$ cat config.mk
export PLATFORM = sky130hd
export DESIGN_NAME = baro_temp_pressure_compensation_top_flat
export DESIGN_NICKNAME = d
export VERILOG_FILES = /design/src/baro_pkg.sv /design/src/baro_in_if.sv /design/src/baro_out_if.sv /design/src/baro_cfg_if.sv /design/src/baro_temp_pressure_compensation_top.sv /design/src/baro_mul.sv /design/src/flat_wrapper.sv
export VERILOG_INCLUDE_DIRS = /design/src /design/src/src
export SDC_FILE = /design/constraint.sdc
export NUM_CORES = 2
export LEC_CHECK = 0
export ABC_AREA = 1
export BUFFER_PORTS_ARGS = -buffer_cell sky130_fd_sc_hd__buf_2
export CORE_MARGIN = 8
export CORE_UTILIZATION = 37
export CTS_BUF_LIST = sky130_fd_sc_hd__clkbuf_8
export DETAILED_ROUTE_END_ITERATION = 10
export PLACE_DENSITY = 0.55
export SYNTH_ARGS = -nofsm -noshare
export SYNTH_HDL_FRONTEND = slang
export SYNTH_SLANG_ARGS = --single-unit
$ cat constraint.sdc
create_clock -name clk -period 12.86 [get_ports clk]
set_input_delay 0.643 -clock clk [delete_from_list [all_inputs] [get_ports clk]]
set_output_delay 0.643 -clock clk [all_outputs]
set_load 0.02 [all_outputs]
$ cat src/baro_temp_pressure_compensation_top_defines.svh
// Assertion macros shared by the compensation block
`ifndef BARO_TEMP_PRESSURE_COMPENSATION_TOP_DEFINES_SVH
`define BARO_TEMP_PRESSURE_COMPENSATION_TOP_DEFINES_SVH
// same-cycle implication
`define BARO_ASSERT_IMPL(lbl, ante, cons) \
  lbl: assert property (@(posedge clk) disable iff (!rst_n) (ante) |-> (cons)) \
    else $error("baro assertion failed");
// next-cycle implication
`define BARO_ASSERT_NEXT(lbl, ante, cons) \
  lbl: assert property (@(posedge clk) disable iff (!rst_n) (ante) |=> (cons)) \
    else $error("baro assertion failed");
`endif

$ cat src/baro_pkg.sv
// Types, constants and microprogram for barometer compensation
package baro_pkg;

  localparam int DataW = 64;
  localparam int CfgIdxW = 8;
  localparam int CfgDataW = 48;
  localparam int PcW = 5;

  localparam logic [CfgIdxW-1:0] REG_TEMP  = 8'd0;
  localparam logic [CfgIdxW-1:0] REG_PA    = 8'd1;
  localparam logic [CfgIdxW-1:0] REG_PB    = 8'd2;
  localparam logic [CfgIdxW-1:0] REG_PC    = 8'd3;

  localparam logic MODE_TEMP  = 1'b0;
  localparam logic MODE_PRESS = 1'b1;

  typedef enum logic [4:0] {
    SRC_ONE, SRC_M256, SRC_U, SRC_T, SRC_D, SRC_TSQ, SRC_TCU, SRC_O, SRC_S,
    SRC_A, SRC_X, SRC_T1, SRC_T2, SRC_T3, SRC_P1, SRC_P2, SRC_P3, SRC_P4,
    SRC_P5, SRC_P6, SRC_P7, SRC_P8, SRC_P9, SRC_P10, SRC_P11
  } src_t;

  typedef enum logic [2:0] {
    DST_D, DST_TSQ, DST_TCU, DST_O, DST_S, DST_A, DST_X, DST_R
  } dst_t;

  typedef struct packed {
    src_t       a;
    src_t       b;
    dst_t       dst;
    logic [5:0] rs;
    logic [5:0] ls;
    logic       acc;
    logic       last;
  } uop_t;

  typedef struct packed {
    logic start;
    logic busy;
    logic done;
  } mul_ctl_t;

  // dst = (acc ? dst : 0) + (round(a*b >> rs) << ls)
  function automatic uop_t mk(input src_t a, input src_t b, input dst_t d,
                              input int rs, input int ls, input logic acc,
                              input logic last);
    uop_t u;
    u.a = a;
    u.b = b;
    u.dst = d;
    u.rs = 6'(rs);
    u.ls = 6'(ls);
    u.acc = acc;
    u.last = last;
    return u;
  endfunction

  function automatic uop_t uop_get(input logic mode, input logic [PcW-1:0] pc);
    uop_t u;
    u = mk(SRC_ONE, SRC_ONE, DST_R, 0, 0, 1'b0, 1'b1);
    if (mode == MODE_TEMP) begin
      case (pc)
        5'd0: u = mk(SRC_U,   SRC_ONE,  DST_D, 0,  0,  1'b0, 1'b0);
        5'd1: u = mk(SRC_T1,  SRC_M256, DST_D, 0,  0,  1'b1, 1'b0);
        5'd2: u = mk(SRC_D,   SRC_T2,   DST_X, 0,  18, 1'b0, 1'b0);
        5'd3: u = mk(SRC_D,   SRC_D,    DST_A, 0,  0,  1'b0, 1'b0);
        5'd4: u = mk(SRC_A,   SRC_T3,   DST_X, 0,  0,  1'b1, 1'b0);
        5'd5: u = mk(SRC_X,   SRC_ONE,  DST_R, 32, 0,  1'b0, 1'b1);
        default: u = mk(SRC_ONE, SRC_ONE, DST_R, 0, 0, 1'b0, 1'b1);
      endcase
    end else begin
      case (pc)
        5'd0:  u = mk(SRC_T,   SRC_T,   DST_TSQ, 16, 0,  1'b0, 1'b0);
        5'd1:  u = mk(SRC_TSQ, SRC_T,   DST_TCU, 16, 0,  1'b0, 1'b0);
        5'd2:  u = mk(SRC_P5,  SRC_ONE, DST_O,   0,  34, 1'b0, 1'b0);
        5'd3:  u = mk(SRC_P6,  SRC_T,   DST_O,   0,  9,  1'b1, 1'b0);
        5'd4:  u = mk(SRC_P7,  SRC_TSQ, DST_O,   0,  7,  1'b1, 1'b0);
        5'd5:  u = mk(SRC_P8,  SRC_TCU, DST_O,   0,  0,  1'b1, 1'b0);
        5'd6:  u = mk(SRC_P1,  SRC_ONE, DST_S,   0,  33, 1'b0, 1'b0);
        5'd7:  u = mk(SRC_P2,  SRC_T,   DST_S,   0,  8,  1'b1, 1'b0);
        5'd8:  u = mk(SRC_P3,  SRC_TSQ, DST_S,   0,  5,  1'b1, 1'b0);
        5'd9:  u = mk(SRC_P4,  SRC_TCU, DST_S,   0,  0,  1'b1, 1'b0);
        5'd10: u = mk(SRC_S,   SRC_ONE, DST_S,   19, 0,  1'b0, 1'b0);
        5'd11: u = mk(SRC_S,   SRC_U,   DST_O,   3,  0,  1'b1, 1'b0);
        5'd12: u = mk(SRC_P9,  SRC_ONE, DST_A,   0,  16, 1'b0, 1'b0);
        5'd13: u = mk(SRC_P10, SRC_T,   DST_A,   0,  0,  1'b1, 1'b0);
        5'd14: u = mk(SRC_A,   SRC_U,   DST_X,   24, 0,  1'b0, 1'b0);
        5'd15: u = mk(SRC_X,   SRC_U,   DST_X,   0,  0,  1'b0, 1'b0);
        5'd16: u = mk(SRC_U,   SRC_U,   DST_D,   0,  0,  1'b0, 1'b0);
        5'd17: u = mk(SRC_D,   SRC_P11, DST_D,   25, 0,  1'b0, 1'b0);
        5'd18: u = mk(SRC_D,   SRC_U,   DST_X,   0,  0,  1'b1, 1'b0);
        5'd19: u = mk(SRC_X,   SRC_ONE, DST_O,   9,  0,  1'b1, 1'b0);
        5'd20: u = mk(SRC_O,   SRC_ONE, DST_R,   23, 0,  1'b0, 1'b1);
        default: u = mk(SRC_ONE, SRC_ONE, DST_R, 0, 0, 1'b0, 1'b1);
      endcase
    end
    return u;
  endfunction

endpackage

$ cat src/baro_in_if.sv
// Reading channel interface
interface baro_in_if;
  logic        valid;
  logic        ready;
  logic        mode;
  logic [23:0] raw_reading;
  modport source (output valid, mode, raw_reading, input ready);
  modport sink (input valid, mode, raw_reading, output ready);
endinterface

$ cat src/baro_out_if.sv
// Result channel interface
interface baro_out_if;
  logic               valid;
  logic               ready;
  logic signed [39:0] compensated_value;
  logic               value_kind;
  logic               saturated;
  modport source (output valid, compensated_value, value_kind, saturated, input ready);
  modport sink (input valid, compensated_value, value_kind, saturated, output ready);
endinterface

$ cat src/baro_cfg_if.sv
// Configuration write channel interface
interface baro_cfg_if;
  logic        valid;
  logic        ready;
  logic [7:0]  index;
  logic [47:0] data;
  modport source (output valid, index, data, input ready);
  modport sink (input valid, index, data, output ready);
endinterface

$ cat src/baro_temp_pressure_compensation_top.sv
// Top level: barometer temperature and pressure compensation
//   channel | dir | payload
//   in_ch   | in  | mode, raw_reading
//   out_ch  | out | compensated_value, value_kind, saturated
//   cfg_ch  | in  | index, data (four calibration registers)
// One item runs a microprogram of 6 (temperature) or 21 (pressure) steps on a
// shared bit-serial multiplier; each step passes through issue, multiply until
// the multiplier signals done, and post, so the time from acceptance to a valid
// result depends on operand magnitudes.
// Synchronous active-low reset clears state, output valid, calibration registers and kept temperature.
// A finished result waits in the output register; the next item is accepted
// meanwhile and stalls only at its own completion.
`include "baro_temp_pressure_compensation_top_defines.svh"
module baro_temp_pressure_compensation_top
  import baro_pkg::*;
(
  input  logic       clk,
  input  logic       rst_n,
  baro_in_if.sink    in_ch,
  baro_out_if.source out_ch,
  baro_cfg_if.sink   cfg_ch
);
  typedef enum logic [4:0] {
    S_IDLE  = 5'b00001,
    S_ISSUE = 5'b00010,
    S_MUL   = 5'b00100,
    S_POST  = 5'b01000,
    S_DONE  = 5'b10000
  } state_t;

  state_t           state_r;
  logic [39:0]      tc_r;
  logic [47:0]      pa_r, pb_r;
  logic [31:0]      pc_r;
  logic [31:0]      t_r;
  logic [23:0]      u_r;
  logic             mode_r;
  logic [PcW-1:0]   step_r;
  logic [DataW-1:0] d_r, tsq_r, tcu_r, o_r, s_r, a_r, x_r, r_r;
  logic             out_valid_r, out_kind_r, out_sat_r;
  logic             out_valid_nxt;
  logic [39:0]      out_val_r;

  uop_t             uop;
  mul_ctl_t         mul_ctl;
  logic [DataW-1:0] op_a, op_b, prod, rnd, val, dst_old, wr_val;
  logic             sat;

  assign uop = uop_get(mode_r, step_r);

  function automatic logic [DataW-1:0] sx8(input logic [7:0] v);
    return {{(DataW-8){v[7]}}, v};
  endfunction

  function automatic logic [DataW-1:0] sx16(input logic [15:0] v);
    return {{(DataW-16){v[15]}}, v};
  endfunction

  function automatic logic [DataW-1:0] src_val(input src_t s);
    logic [DataW-1:0] v;
    case (s)
      SRC_ONE:  v = 64'd1;
      SRC_M256: v = -64'sd256;
      SRC_U:    v = {40'd0, u_r};
      SRC_T:    v = {{32{t_r[31]}}, t_r};
      SRC_D:    v = d_r;
      SRC_TSQ:  v = tsq_r;
      SRC_TCU:  v = tcu_r;
      SRC_O:    v = o_r;
      SRC_S:    v = s_r;
      SRC_A:    v = a_r;
      SRC_X:    v = x_r;
      SRC_T1:   v = {48'd0, tc_r[15:0]};
      SRC_T2:   v = {48'd0, tc_r[31:16]};
      SRC_T3:   v = sx8(tc_r[39:32]);
      SRC_P1:   v = sx16(pa_r[15:0]) - 64'd16384;
      SRC_P2:   v = sx16(pa_r[31:16]) - 64'd16384;
      SRC_P3:   v = sx8(pa_r[39:32]);
      SRC_P4:   v = sx8(pa_r[47:40]);
      SRC_P5:   v = {48'd0, pb_r[15:0]};
      SRC_P6:   v = {48'd0, pb_r[31:16]};
      SRC_P7:   v = sx8(pb_r[39:32]);
      SRC_P8:   v = sx8(pb_r[47:40]);
      SRC_P9:   v = sx16(pc_r[15:0]);
      SRC_P10:  v = sx8(pc_r[23:16]);
      SRC_P11:  v = sx8(pc_r[31:24]);
      default:  v = '0;
    endcase
    return v;
  endfunction

  assign op_a = src_val(uop.a);
  assign op_b = src_val(uop.b);

  baro_mul u_mul (
    .clk   (clk),
    .rst_n (rst_n),
    .start (state_r == S_ISSUE),
    .a     (op_a),
    .b     (op_b),
    .ctl   (mul_ctl),
    .prod  (prod)
  );

  always_comb begin
    if (uop.rs == 6'd0) begin
      rnd = prod;
    end else begin
      rnd = DataW'($signed(prod + (64'd1 << (uop.rs - 6'd1))) >>> uop.rs);
    end
    val = rnd << uop.ls;
    unique case (uop.dst)
      DST_D:   dst_old = d_r;
      DST_TSQ: dst_old = tsq_r;
      DST_TCU: dst_old = tcu_r;
      DST_O:   dst_old = o_r;
      DST_S:   dst_old = s_r;
      DST_A:   dst_old = a_r;
      DST_X:   dst_old = x_r;
      DST_R:   dst_old = r_r;
      default: dst_old = '0;
    endcase
    wr_val = (uop.acc ? dst_old : '0) + val;
  end

  assign sat = !((&r_r[DataW-1:39]) || !(|r_r[DataW-1:39]));

  always_comb begin
    out_valid_nxt = out_valid_r;
    if (out_valid_r && out_ch.ready) begin
      out_valid_nxt = 1'b0;
    end
    if (state_r == S_DONE && (!out_valid_r || out_ch.ready)) begin
      out_valid_nxt = 1'b1;
    end
  end

  assign in_ch.ready  = (state_r == S_IDLE);
  assign cfg_ch.ready = 1'b1;

  always_ff @(posedge clk) begin
    if (!rst_n) begin
      state_r     <= S_IDLE;
      tc_r        <= '0;
      pa_r        <= '0;
      pb_r        <= '0;
      pc_r        <= '0;
      t_r         <= '0;
      step_r      <= '0;
      out_valid_r <= 1'b0;
    end else begin
      if (cfg_ch.valid && cfg_ch.ready) begin
        unique case (cfg_ch.index)
          REG_TEMP: tc_r <= cfg_ch.data[39:0];
          REG_PA:   pa_r <= cfg_ch.data;
          REG_PB:   pb_r <= cfg_ch.data;
          REG_PC:   pc_r <= cfg_ch.data[31:0];
          default:  ;
        endcase
      end
      out_valid_r <= out_valid_nxt;
      unique case (state_r)
        S_IDLE: begin
          if (in_ch.valid) begin
            step_r  <= '0;
            state_r <= S_ISSUE;
          end
        end
        S_ISSUE: state_r <= S_MUL;
        S_MUL: begin
          if (mul_ctl.done) begin
            state_r <= S_POST;
          end
        end
        S_POST: begin
          if (uop.last) begin
            state_r <= S_DONE;
          end else begin
            step_r  <= step_r + PcW'(1);
            state_r <= S_ISSUE;
          end
        end
        S_DONE: begin
          if (!out_valid_r || out_ch.ready) begin
            if (mode_r == MODE_TEMP) begin
              t_r <= r_r[31:0];
            end
            state_r <= S_IDLE;
          end
        end
        default: state_r <= S_IDLE;
      endcase
    end
  end

  always_ff @(posedge clk) begin
    if (state_r == S_IDLE && in_ch.valid) begin
      u_r    <= in_ch.raw_reading;
      mode_r <= in_ch.mode;
    end
    if (state_r == S_POST) begin
      unique case (uop.dst)
        DST_D:   d_r   <= wr_val;
        DST_TSQ: tsq_r <= wr_val;
        DST_TCU: tcu_r <= wr_val;
        DST_O:   o_r   <= wr_val;
        DST_S:   s_r   <= wr_val;
        DST_A:   a_r   <= wr_val;
        DST_X:   x_r   <= wr_val;
        DST_R:   r_r   <= wr_val;
        default: ;
      endcase
    end
    if (state_r == S_DONE && (!out_valid_r || out_ch.ready)) begin
      out_kind_r <= mode_r;
      out_sat_r  <= sat;
      out_val_r  <= sat ? (r_r[DataW-1] ? 40'h80_0000_0000 : 40'h7F_FFFF_FFFF) : r_r[39:0];
    end
  end

  assign out_ch.valid             = out_valid_r;
  assign out_ch.compensated_value = out_val_r;
  assign out_ch.value_kind        = out_kind_r;
  assign out_ch.saturated         = out_sat_r;

  `BARO_ASSERT_NEXT(a_accept_starts, in_ch.valid && in_ch.ready, state_r == S_ISSUE)
  `BARO_ASSERT_IMPL(a_done_in_mul, mul_ctl.done, state_r == S_MUL)
  `BARO_ASSERT_NEXT(a_issue_busy, state_r == S_ISSUE, mul_ctl.busy)
  `BARO_ASSERT_IMPL(a_rose_from_done, $rose(out_valid_r), $past(state_r == S_DONE))
endmodule

$ cat src/baro_mul.sv
// Bit-serial 64-bit shift-add multiplier, product modulo 2^64
module baro_mul
  import baro_pkg::*;
(
  input  logic             clk,
  input  logic             rst_n,
  input  logic             start,
  input  logic [DataW-1:0] a,
  input  logic [DataW-1:0] b,
  output mul_ctl_t         ctl,
  output logic [DataW-1:0] prod
);
  logic [DataW-1:0] mcand_r, mplier_r, acc_r, acc_nxt;
  logic [5:0]       cnt_r;
  logic             busy_r, done_r;

  assign acc_nxt = acc_r + (mplier_r[0] ? mcand_r : '0);

  always_ff @(posedge clk) begin
    if (!rst_n) begin
      busy_r <= 1'b0;
      done_r <= 1'b0;
      cnt_r  <= '0;
    end else begin
      done_r <= 1'b0;
      if (start) begin
        busy_r <= 1'b1;
        cnt_r  <= '0;
      end else if (busy_r) begin
        cnt_r <= cnt_r + 6'd1;
        if (cnt_r == 6'd63 || mplier_r[DataW-1:1] == '0) begin
          busy_r <= 1'b0;
          done_r <= 1'b1;
        end
      end
    end
  end

  always_ff @(posedge clk) begin
    if (start) begin
      mcand_r  <= a;
      mplier_r <= b;
      acc_r    <= '0;
    end else if (busy_r) begin
      acc_r    <= acc_nxt;
      mcand_r  <= {mcand_r[DataW-2:0], 1'b0};
      mplier_r <= {1'b0, mplier_r[DataW-1:1]};
    end
  end

  assign prod = acc_r;
  assign ctl.start = start;
  assign ctl.busy = busy_r;
  assign ctl.done = done_r;
endmodule

$ cat src/flat_wrapper.sv
// flat-port wrapper written by rule: the top's interface ports become plain ports
module baro_temp_pressure_compensation_top_flat import baro_pkg::*;
  (clk, rst_n, in_ch_valid, in_ch_mode, in_ch_raw_reading, in_ch_ready, out_ch_valid, out_ch_compensated_value, out_ch_value_kind, out_ch_saturated, out_ch_ready, cfg_ch_valid, cfg_ch_index, cfg_ch_data, cfg_ch_ready);
  baro_in_if in_ch_i ();
  baro_out_if out_ch_i ();
  baro_cfg_if cfg_ch_i ();
  input  logic clk;
  input  logic rst_n;
  input wire logic [$bits(in_ch_i.valid)-1:0] in_ch_valid;
  input wire logic [$bits(in_ch_i.mode)-1:0] in_ch_mode;
  input wire logic [$bits(in_ch_i.raw_reading)-1:0] in_ch_raw_reading;
  output wire logic [$bits(in_ch_i.ready)-1:0] in_ch_ready;
  output wire logic [$bits(out_ch_i.valid)-1:0] out_ch_valid;
  output wire logic [$bits(out_ch_i.compensated_value)-1:0] out_ch_compensated_value;
  output wire logic [$bits(out_ch_i.value_kind)-1:0] out_ch_value_kind;
  output wire logic [$bits(out_ch_i.saturated)-1:0] out_ch_saturated;
  input wire logic [$bits(out_ch_i.ready)-1:0] out_ch_ready;
  input wire logic [$bits(cfg_ch_i.valid)-1:0] cfg_ch_valid;
  input wire logic [$bits(cfg_ch_i.index)-1:0] cfg_ch_index;
  input wire logic [$bits(cfg_ch_i.data)-1:0] cfg_ch_data;
  output wire logic [$bits(cfg_ch_i.ready)-1:0] cfg_ch_ready;
  assign in_ch_i.valid = in_ch_valid;
  assign in_ch_i.mode = in_ch_mode;
  assign in_ch_i.raw_reading = in_ch_raw_reading;
  assign in_ch_ready = in_ch_i.ready;
  assign out_ch_valid = out_ch_i.valid;
  assign out_ch_compensated_value = out_ch_i.compensated_value;
  assign out_ch_value_kind = out_ch_i.value_kind;
  assign out_ch_saturated = out_ch_i.saturated;
  assign out_ch_i.ready = out_ch_ready;
  assign cfg_ch_i.valid = cfg_ch_valid;
  assign cfg_ch_i.index = cfg_ch_index;
  assign cfg_ch_i.data = cfg_ch_data;
  assign cfg_ch_ready = cfg_ch_i.ready;
  baro_temp_pressure_compensation_top u_core (.clk(clk), .rst_n(rst_n), .in_ch(in_ch_i), .out_ch(out_ch_i), .cfg_ch(cfg_ch_i));
endmodule
==> flow_metrics.tcl <==
set metrics [dict create \
    ys_ff_latch 1015 \
    clkLatencyLatePin_ns 0.99 \
    syn_inst 9130 \
    drtPass1Iterations 9 \
    crit_type "register to register" \
    grt_max_degree 152 \
    grt_first_pass_wirelength_um 465000 \
    initial_core_util 0.372 \
    clkTransAtPathRegs_ns 0.06 \
    rsz0062_at_grt "no" \
    syn2layout_area_growth_pct 11.6 \
    avgViaCountPerCell 6.01 \
    fill_cells 18800 \
    yosys-top-cells-area "edfxtp_1 (32%), nand2_1 (11%), dfxtp_1 (9.2%)" \
    finalCoreUtilization 0.415 \
    drt-wirelength-per-cell_um 28.0 \
    slew_headroom 0.0678 \
    htreeDepth 4 \
    min_period_ns 10.75 \
    dp.cells 11400 \
    cp_max_fo 75 \
    routabilityCongestion 1.03 \
    dp.final_hpwl_um 235000 \
    routed_wl_um 330000 \
    io_buffers 129 \
    remaining_drc_errors 0 \
    cts_resized 0 \
    yosysTopAreaCell "edfxtp_1" \
    core_area_um2 181000 \
    peakVddDrop_mv 0.0874 \
    required_ns 13.48 \
    fmax_ghz 0.0931 \
    final_hold_viol_count 0 \
    die_h_um 442 \
    antenna_found_initial 16 \
    die_area_um2 196000 \
    vias 70800 \
    tightestPinTransition_ns 1.39 \
    power.density_nw_per_um2 184 \
    start_kind "register" \
    die_w_um 442 \
    synth_top_area_frac 0.316 \
    dpl-instance-area_um2 70600 \
    yosysMostFrequentCell "nand2_1" \
    slew_viol_final 0 \
    end_kind "register" \
    syn_area_um2 67200 \
    power_leakage_nw 31.9 \
    hold_class "input port to register" \
    rows 156 \
    finalPower_mw 13.8 \
    final_antenna_net_count 0 \
    final_cells 11800 \
    seq_area_um2 27400 \
    drtIter0Drc 10200 \
    numCtsBuffers 175 \
    synth.distinct_cells 73 \
    avgSynthCellArea_um2 7.36 \
    grt_usage 0.318 \
    cpMaxStageDelayCell "xor2_1" \
    path_common_cell "nand2_1" \
    ys_seq_area_frac 0.408 \
    multi_input_area_um2 34100 \
    setup_viol 0 \
    clock_skew_ns 0.0684 \
    root_buffer "clkbuf_8" \
    slowest_delay_ns 0.63 \
    setup_tns_ns 0 \
    synthTopCellsByCount "nand2_1 (1984), nand3_1 (1148), inv_1 (1117), nor2_1 (889), edfxtp_1 (707)" \
    drive_gt1_frac 0.0707 \
    postCtsSetupBuffers 0 \
    final_nets 9545 \
    crit_arrival_ns 11.37 \
    num_io_pins 131 \
    period_share 0.836 \
    synth_warnings 0 \
    finalInstanceArea_um2 75000 \
    cts.sinks 1015 \
    outcome "completed" \
    clk_path_buf_depth 3 \
    synth_flop_cell "edfxtp_1" \
    grt_pass1_vias 66100 \
    cap_violations 0 \
    cts_tree "built" \
    holdBufCountCts 75 \
    synth-edff-count 707 \
    grt_overflow_total 0 \
    synthArstFlopShare 0 \
]
-- final timing paths --
| check | slack [ns] | cells past startpoint | startpoint | to |
|---|---|---|---|---|
| max | 2.11 | 51 | u_core.mode_r | u_core.a_r[58] |
| max reg2reg | 2.11 | 51 | u_core.mode_r | u_core.a_r[58] |
| min reg2reg | 0.45 | 2 | u_core.pc_r[13] | u_core.pc_r[13] |
| min | 0.12 | 3 | rst_n | u_core.pb_r[32] |
-- cell type report --
cell class	instances	area share
repair buffers	351	0.0335
multi-input cells	6543	0.455
clock inverters	125	0.0123
clock buffers	199	0.0365
inverters	1161	0.0582
well taps	2370	0.0395
flip-flops and latches	1015	0.365
diodes	8	0.000267
-- worst max-delay path: cells and delay by family (launching register included) --
family | cells | cell delay, ns
and+or+nand+nor | 29 | 4.52
AOI/OAI and AO/OA | 11 | 2.43
buffers and inverters | 7 | 1.44
adders and majority gates | 3 | 1.00
xor gates and xnor gates | 1 | 0.63
DFF | 1 | 0.32
-- routing by layer --
metal | vias up | track usage | wire [um]
met5 | - | 0 | 103
met4 | 16 | 0.162 | 20200
met3 | 1006 | 0.0755 | 35400
met2 | 4512 | 0.495 | 143000
met1 | 33500 | 0.412 | 131000
li1 | 31800 | - | -
-- placed cells by master, fill, tap and decap left out, drive strengths merged, types with 78 or more instances in the layout --
cell and n:
ha 209, inv 1206, buf 276, clkbuf 199
xor2 78, o21ai 682, a31oi 118, nand3 1152
dfxtp 308, nand4 105, nor2 896, edfxtp 707
o22ai 128, a21oi 422, a221oi 199, nand2 1995
-- sequential cells by signal (all words and copies together), names as in the netlist, 24 cells and up, named ones only --
name and flops:
u_core.a_r 64, u_core.d_r 64, u_core.o_r 64, u_core.out_ch.compensated_value 40
u_core.pa_r 48, u_core.pb_r 48, u_core.pc_r 32, u_core.r_r 64
u_core.s_r 64, u_core.t_r 32, u_core.tc_r 40, u_core.tcu_r 64
u_core.tsq_r 64, u_core.u_mul.mcand_r 64, u_core.u_mul.mplier_r 64, u_core.u_mul.prod 64
u_core.u_r 24, u_core.x_r 64
-- where the power goes --
group	internal (mW)	switching [mW]	total (mW)
Combinational	1.67	4.58	6.26
Sequential	4.07	0.338	4.40
Clock	1.66	1.48	3.14
-- metrics by stage --
step / setup slack, ns / hold WS (ns)
finish: 2.11 / 0.116
global route: 1.35 / 0.0847
CTS: 2.31 / 0.0191
detailed placement: 2.39 / 0.448
global placement: 2.47 / 0.441
floorplan: 5.13 / 0.425
-- logic make-up after synthesis --
logic type                 synth area share
and+or+nand+nor                       0.272
AOI/OAI and AO/OA                     0.173
buffers and inverters                0.0911
DFF                                   0.408
adders and majority gates            0.0398
xor gates and xnor gates             0.0165
other                              0.000112
(Power assumes the default switching activity.)
